File: src/rtl/core/a64br_pkg.sv
// Shared types and encoding constants for the AArch64 branch classifier.
package a64br_pkg;

    localparam int unsigned INSTR_W = 32;
    localparam int unsigned KIND_W  = 3;

    typedef enum logic [KIND_W-1:0] {
        KIND_NONE     = 3'd0,
        KIND_UNCOND   = 3'd1,
        KIND_CALL     = 3'd2,
        KIND_COND     = 3'd3,
        KIND_BARRIER  = 3'd4,
        KIND_INDIRECT = 3'd5,
        KIND_INDCALL  = 3'd6,
        KIND_RETURN   = 3'd7
    } t_kind;

    typedef logic [INSTR_W-1:0] t_word;

    // Major group, bits 31:25
    localparam logic [6:0] GRP_B_0   = 7'h0a;
    localparam logic [6:0] GRP_B_1   = 7'h0b;
    localparam logic [6:0] GRP_BL_0  = 7'h4a;
    localparam logic [6:0] GRP_BL_1  = 7'h4b;
    localparam logic [6:0] GRP_CB_0  = 7'h1a;
    localparam logic [6:0] GRP_CB_1  = 7'h5a;
    localparam logic [6:0] GRP_TB_0  = 7'h1b;
    localparam logic [6:0] GRP_TB_1  = 7'h5b;
    localparam logic [6:0] GRP_BCOND = 7'h2a;
    localparam logic [6:0] GRP_SYS   = 7'h6a;
    localparam logic [6:0] GRP_BREG  = 7'h6b;

    // B.cond: conditions at or above this act as always
    localparam logic [3:0] COND_AL = 4'h e;

    // System space barrier fields
    localparam logic [4:0] REG_ZR          = 5'h1f;
    localparam logic [3:0] SYS_CRN_BARRIER = 4'd3;
    localparam logic [2:0] SYS_OP1_BARRIER = 3'd3;
    localparam logic [2:0] SYS_OP2_ISB     = 3'd6;
    localparam logic [2:0] SYS_OP2_SB      = 3'd7;

    // Branch-register group opc codes
    localparam logic [3:0] BREG_OPC_BR   = 4'd0;
    localparam logic [3:0] BREG_OPC_BLR  = 4'd1;
    localparam logic [3:0] BREG_OPC_RET  = 4'd2;
    localparam logic [3:0] BREG_OPC_ERET = 4'd4;

endpackage

File: src/rtl/core/a64br_instr_if.sv
// Instruction word channel: valid/ready handshake with one 32-bit word per beat.
interface a64br_instr_if;
    logic        valid;
    logic        ready;
    logic [31:0] instr_word;

    modport source (output valid, output instr_word, input ready);
    modport sink   (input valid, input instr_word, output ready);
endinterface

File: src/rtl/core/a64br_kind_if.sv
// Branch class channel: valid/ready handshake with the class of one word per beat.
interface a64br_kind_if;
    logic       valid;
    logic       ready;
    logic [2:0] branch_kind;
    logic       is_branch;

    modport source (output valid, output branch_kind, output is_branch, input ready);
    modport sink   (input valid, input branch_kind, input is_branch, output ready);
endinterface

File: src/rtl/core/a64br_decode.sv
// Combinational branch class decode of one AArch64 instruction word.
module a64br_decode
    import a64br_pkg::*;
(
    input  t_word i_word,
    output t_kind o_kind
);

    t_kind sys_kind;
    t_kind breg_kind;

    // ISB always, SB only with CRm zero; everything else in system space is none
    always_comb begin
        sys_kind = KIND_NONE;
        if (i_word[20:19] == 2'd0 && !i_word[21] && i_word[4:0] == REG_ZR
            && i_word[15:12] == SYS_CRN_BARRIER && i_word[18:16] == SYS_OP1_BARRIER) begin
            if (i_word[7:5] == SYS_OP2_ISB) begin
                sys_kind = KIND_BARRIER;
            end else if (i_word[7:5] == SYS_OP2_SB && i_word[11:8] == 4'd0) begin
                sys_kind = KIND_BARRIER;
            end
        end
    end

    // Pointer-auth forms fail the op2/op3/op4 checks and drop to none
    always_comb begin
        breg_kind = KIND_NONE;
        if (i_word[20:16] == REG_ZR && i_word[15:10] == 6'd0 && i_word[4:0] == 5'd0) begin
            case (i_word[24:21])
                BREG_OPC_BR:   breg_kind = KIND_INDIRECT;
                BREG_OPC_BLR:  breg_kind = KIND_INDCALL;
                BREG_OPC_RET:  breg_kind = KIND_RETURN;
                BREG_OPC_ERET: breg_kind = KIND_RETURN;
                default:       breg_kind = KIND_NONE;
            endcase
        end
    end

    always_comb begin
        case (i_word[31:25])
            GRP_B_0, GRP_B_1:                     o_kind = KIND_UNCOND;
            GRP_BL_0, GRP_BL_1:                   o_kind = KIND_CALL;
            GRP_CB_0, GRP_CB_1, GRP_TB_0, GRP_TB_1: o_kind = KIND_COND;
            GRP_BCOND: begin
                if (i_word[4] || i_word[24]) begin
                    o_kind = KIND_NONE;
                end else if (i_word[3:0] < COND_AL) begin
                    o_kind = KIND_COND;
                end else begin
                    o_kind = KIND_UNCOND;
                end
            end
            GRP_SYS: begin
                if (i_word[24] && i_word[23:22] == 2'd0) begin
                    o_kind = sys_kind;
                end else begin
                    o_kind = KIND_NONE;
                end
            end
            GRP_BREG: o_kind = breg_kind;
            default:  o_kind = KIND_NONE;
        endcase
    end

endmodule

File: src/rtl/core/aarch64_branch_classifier_top.sv
// Top level of the AArch64 branch classifier: input stage, decode, result stage.
//
//   channel   | dir | payload                         | handshake
//   i_instr   | in  | instr_word[31:0]                | valid/ready
//   o_kind    | out | branch_kind[2:0], is_branch     | valid/ready
//
// One word per cycle while o_kind is not stalled; a word passes through the
// input register and then the result register before it appears as a result.
// Synchronous active-low reset clears both stage valid flags only.
// A stall on o_kind holds the result; the input stage keeps taking a beat
// while the result register frees up in the same cycle.
module aarch64_branch_classifier_top
    import a64br_pkg::*;
(
    input  logic            i_clk,
    input  logic            i_rst_n,
    a64br_instr_if.sink     i_instr,
    a64br_kind_if.source    o_kind
);

    logic  r_s1_valid;
    t_word r_s1_word;
    logic  r_out_valid;
    t_kind r_out_kind;

    logic  n_s1_valid;
    logic  n_out_valid;
    t_kind dec_kind;
    logic  out_ready;
    logic  s1_ready;

    a64br_decode u_decode (
        .i_word (r_s1_word),
        .o_kind (dec_kind)
    );

    assign out_ready      = !r_out_valid || o_kind.ready;
    assign s1_ready       = !r_s1_valid || out_ready;
    assign i_instr.ready  = s1_ready;

    // Advance each stage when the one ahead can take it
    assign n_s1_valid  = s1_ready ? i_instr.valid : r_s1_valid;
    assign n_out_valid = out_ready ? r_s1_valid : r_out_valid;

    always_ff @(posedge i_clk) begin
        if (!i_rst_n) begin
            r_s1_valid  <= 1'b0;
            r_out_valid <= 1'b0;
        end else begin
            r_s1_valid  <= n_s1_valid;
            r_out_valid <= n_out_valid;
        end
    end

    always_ff @(posedge i_clk) begin
        if (s1_ready && i_instr.valid) begin
            r_s1_word <= i_instr.instr_word;
        end
        if (out_ready && r_s1_valid) begin
            r_out_kind <= dec_kind;
        end
    end

    assign o_kind.valid       = r_out_valid;
    assign o_kind.branch_kind = r_out_kind;
    assign o_kind.is_branch   = (r_out_kind != KIND_NONE);

endmodule
File: src/flat_wrapper.sv
// flat-port wrapper written by rule: the top's interface ports become plain ports
module aarch64_branch_classifier_top_flat import a64br_pkg::*;
  (i_clk, i_rst_n, i_instr_valid, i_instr_instr_word, i_instr_ready, o_kind_valid, o_kind_branch_kind, o_kind_is_branch, o_kind_ready);
  a64br_instr_if i_instr_i ();
  a64br_kind_if o_kind_i ();
  input  logic i_clk;
  input  logic i_rst_n;
  input wire logic [$bits(i_instr_i.valid)-1:0] i_instr_valid;
  input wire logic [$bits(i_instr_i.instr_word)-1:0] i_instr_instr_word;
  output wire logic [$bits(i_instr_i.ready)-1:0] i_instr_ready;
  output wire logic [$bits(o_kind_i.valid)-1:0] o_kind_valid;
  output wire logic [$bits(o_kind_i.branch_kind)-1:0] o_kind_branch_kind;
  output wire logic [$bits(o_kind_i.is_branch)-1:0] o_kind_is_branch;
  input wire logic [$bits(o_kind_i.ready)-1:0] o_kind_ready;
  assign i_instr_i.valid = i_instr_valid;
  assign i_instr_i.instr_word = i_instr_instr_word;
  assign i_instr_ready = i_instr_i.ready;
  assign o_kind_valid = o_kind_i.valid;
  assign o_kind_branch_kind = o_kind_i.branch_kind;
  assign o_kind_is_branch = o_kind_i.is_branch;
  assign o_kind_i.ready = o_kind_ready;
  aarch64_branch_classifier_top u_core (.i_clk(i_clk), .i_rst_n(i_rst_n), .i_instr(i_instr_i), .o_kind(o_kind_i));
endmodule
File: config.mk
export PLATFORM = sky130hd
export DESIGN_NAME = aarch64_branch_classifier_top_flat
export DESIGN_NICKNAME = d
export VERILOG_FILES = /design/src/rtl/core/a64br_pkg.sv /design/src/rtl/core/a64br_instr_if.sv /design/src/rtl/core/a64br_kind_if.sv /design/src/rtl/core/a64br_decode.sv /design/src/rtl/core/aarch64_branch_classifier_top.sv /design/src/flat_wrapper.sv
export SDC_FILE = /design/constraint.sdc
export NUM_CORES = 1
export LEC_CHECK = 0
export ABC_AREA = 1
export BUFFER_PORTS_ARGS = -buffer_cell sky130_fd_sc_hd__buf_4
export CAP_MARGIN = 10
export CORE_ASPECT_RATIO = 1.25
export CORE_UTILIZATION = 35
export DETAILED_ROUTE_END_ITERATION = 8
export GPL_ROUTABILITY_DRIVEN = 0
export PLACE_DENSITY = 0.59
export SETUP_SLACK_MARGIN = 0.05
export SLEW_MARGIN = 20
export SYNTH_ARGS = -nofsm -noshare
export SYNTH_HDL_FRONTEND = slang
export SYNTH_SLANG_ARGS = --single-unit
File: constraint.sdc
create_clock -name i_clk -period 2.7 [get_ports i_clk]
set_input_delay 0.27 -clock i_clk [delete_from_list [all_inputs] [get_ports i_clk]]
set_output_delay 0.27 -clock i_clk [all_outputs]
set_load 0.01 [all_outputs]
==> impl_metrics.py <==
metrics = {
    "synthesis": {
        "yosysWarnings": 0,
        "synthCells": 129,
        "synth-edff-count": 35,
        "netlist.area_leader.share_pct": 69.8,
        "synth_common_cells": "edfxtp_1, nand2_1, nor2_1",
        "synth_area_um2": 1510,
        "ys_seq_area_share_pct": 72.4,
        "synth.largest_area_cell": "edfxtp_1",
        "ys_async_sr_fraction_pct": 0,
        "ys_ff_latch": 37,
        "yosysMostFrequentCell": "edfxtp_1",
        "yosysUniqueCellTypes": 20,
        "dominantRegCellSynth": "edfxtp_1",
        "syn_avg_cell_area_um2": 11.7,
        "synth_area_leaders": "edfxtp_1, nand2_1, nor2_1",
        "synth_nets": 165,
    },
    "routing": {
        "drc": 0,
        "avgRoutedWirePerCell_um": 11.5,
        "routed_via_density": 4.45,
        "vias": 1046,
        "route.final.wire_length_um": 2690,
        "firstDrtPassIters": 4,
        "drt_iter0_drc": 14,
        "ant_nets": 0,
    },
    "cts": {
        "cts-buffers-inserted": 5,
        "cts_root_buffer": "clkbuf_8",
        "cts_hold_buf": 0,
        "clk_latency_ps": 280,
        "cts_tree": "yes",
        "clock_sinks": 37,
        "cts_setup_buffers": 0,
        "htree_num_levels": 2,
        "clkTransAtPathRegs_ps": 70,
        "ctsResizeCount": 0,
        "clockBufferDepth": 2,
    },
    "timing": {
        "period_minus_slack_ps": 1450,
        "fin_hold_ws_ps": 162,
        "tns_ps": 0,
        "tightest_slew_ps": 398,
        "maxSlewViolCount": 0,
        "finalCritPeriodShare_pct": 53.7,
        "rsz0062_at_grt": "false",
        "setup_viol": 0,
        "finClkSkew_ps": 3.19,
        "finalHoldViolCount": 0,
        "max_freq_mhz": 690,
        "slew_headroom_pct": 73.5,
    },
    "worst_setup_path": {
        "r2r_cells": 4,
        "regToRegSetupSlack_ps": 1380,
        "critical_path_arrival_ps": 1180,
        "crit_end": "o_kind_is_branch",
        "crit_required_ps": 2430,
        "critical_path.slowest_cell": "edfxtp_1",
        "crit_chain": "or3_1 -> buf_4",
        "path_max_fanout": 2,
        "cp-startpoint": "u_core.o_kind.branch_kind[1]",
        "end_kind": "primary output",
        "critical-path-max-stage-delay_ps": 380,
        "r2r-start": "u_core.o_kind.valid",
        "worstSetupStartpointType": "flop",
        "crit_type": "flop to primary output",
        "r2r-end": "u_core.r_s1_word[6]",
    },
    "cells_and_area": {
        "antenna_cells": 0,
        "drive_gt1_share_pct": 30.2,
        "syn_to_final_growth_pct": 31.0,
        "nets": 214,
        "stdcell_area_um2": 1970,
        "final-instance-count-excl-fill": 235,
    },
    "die": {
        "chipHeight_um": 75.4,
        "dieArea_um2": 4570,
        "rows": 26,
        "io_pins": 42,
        "dieWidth_um": 60.7,
        "initial_core_util_pct": 36.8,
        "coreArea_um2": 4100,
    },
    "placed_design": {
        "dpl.hpwl_um": 2000,
        "portBuffers": 41,
        "placed_area_um2": 1890,
        "dp.cells": 227,
    },
    "power_and_ir_drop": {
        "netSwitchingFraction_pct": 21.1,
        "vdd_drop_max_mv": 0.289,
        "powerDensity_nw_per_um2": 569,
        "p_seq_share_pct": 60.8,
        "p_clk_share_pct": 31.5,
        "intPower_uw": 886,
        "p_leak_nw": 0.832,
        "switchingPower_uw": 237,
        "pwr-share-comb_pct": 7.7,
    },
    "global_routing": {
        "antenna_found_initial": 0,
        "grt_pass1_vias": 997,
        "grt_pass1_wl_um": 4140,
        "grt_overflow": 0,
        "grt_max_degree": 33,
        "grt_usage_pct": 13.1,
    },
    "worst_hold_path": {
        "min-delay-start": "i_instr_instr_word[29]",
        "hp-class": "input pin to flop",
    },
    "status": {
        "outcome": "complete, no violations",
    },
    "run": {
        "cap_violations": 0,
    },
}
state kept, by name, summed over array words and instances, names as in the netlist:
| signal | flops |
|---|---|
| u_core.r_s1_word | 32 |
| u_core.o_kind.branch_kind | 3 |
| u_core.o_kind.valid | 1 |
| u_core.r_s1_valid | 1 |
cells by family after synthesis:
family / Yosys count / share of synthesized area (%)
and+or+nand+nor: 70 / 21.3
DFF: 37 / 72.4
AOI/OAI and AO/OA: 6 / 2.33
buffers and inverters: 16 / 3.99
stage by stage:
step | total power, mW | utilization, % | worst slack (ps)
3_5_place_dp | 0.783 | 46.2 | 1300
5_1_grt | 1.17 | 48.1 | 1190
3_3_place_gp | 0.779 | 46.2 | 1390
4_1_cts | 1.14 | 48.1 | 1230
6_report | 1.12 | 48.1 | 1250
2_1_floorplan | 0.726 | - | 1070
power groups by stage:
stage | Combinational, mW | Sequential, mW | Clock, mW
floorplan | 0.0344 | 0.692 | 0
global placement | 0.0847 | 0.694 | 0
detailed placement | 0.0874 | 0.696 | 0
CTS | 0.0877 | 0.683 | 0.367
global route | 0.0960 | 0.688 | 0.386
finish | 0.0861 | 0.683 | 0.354
worst max-delay path, delay by kind of cell (launching register included):
| kind | cells | cell delay, ps |
|---|---|---|
| buffers and inverters | 1 | 150 |
| DFF | 1 | 380 |
| and+or+nand+nor | 1 | 370 |
layout make-up:
class | instances | area, µm²
Fill cell | 401 | 2130
Sequential cell | 37 | 1090
Multi-Input combinational cell | 76 | 355
Timing Repair Buffer | 42 | 315
Tap cell | 56 | 70.1
Clock buffer | 5 | 68.8
Inverter | 16 | 60.1
Clock inverter | 3 | 12.5
cells in the final DEF (no fill, tap or decap), types with 3 or more instances in the layout:
master and instances:
nor2_1 22, buf_4 42, a21oi_1 3, clkbuf_8 5
inv_1 15, nand2_1 27, edfxtp_1 35, nand4_1 3
nand3_1 7, nand3b_1 3
per-layer routing:
layer  share of wire (%)  wire (µm)  vias to the layer above  track usage, %
met5                   0          0                        -               0
met4                 4.0        107                        0            10.1
met3                 5.5        149                        9            5.43
met2                  52       1410                       30            21.2
met1                  38       1020                      474            13.3
li1                    -          -                      533               -
how the worst min path moves through the flow:
stage / end / slack [ps] / cells after the start
finish: u_core.r_s1_word[29] / 160 / 1
global route: u_core.r_s1_word[26] / 140 / 1
CTS: u_core.r_s1_word[7] / 150 / 1
detailed placement: u_core.r_s1_word[17] / 450 / 1
global placement: u_core.r_s1_word[2] / 450 / 1
floorplan: u_core.r_s1_word[0] / 370 / 0
Note: power is estimated with default switching activity, not from simulation.
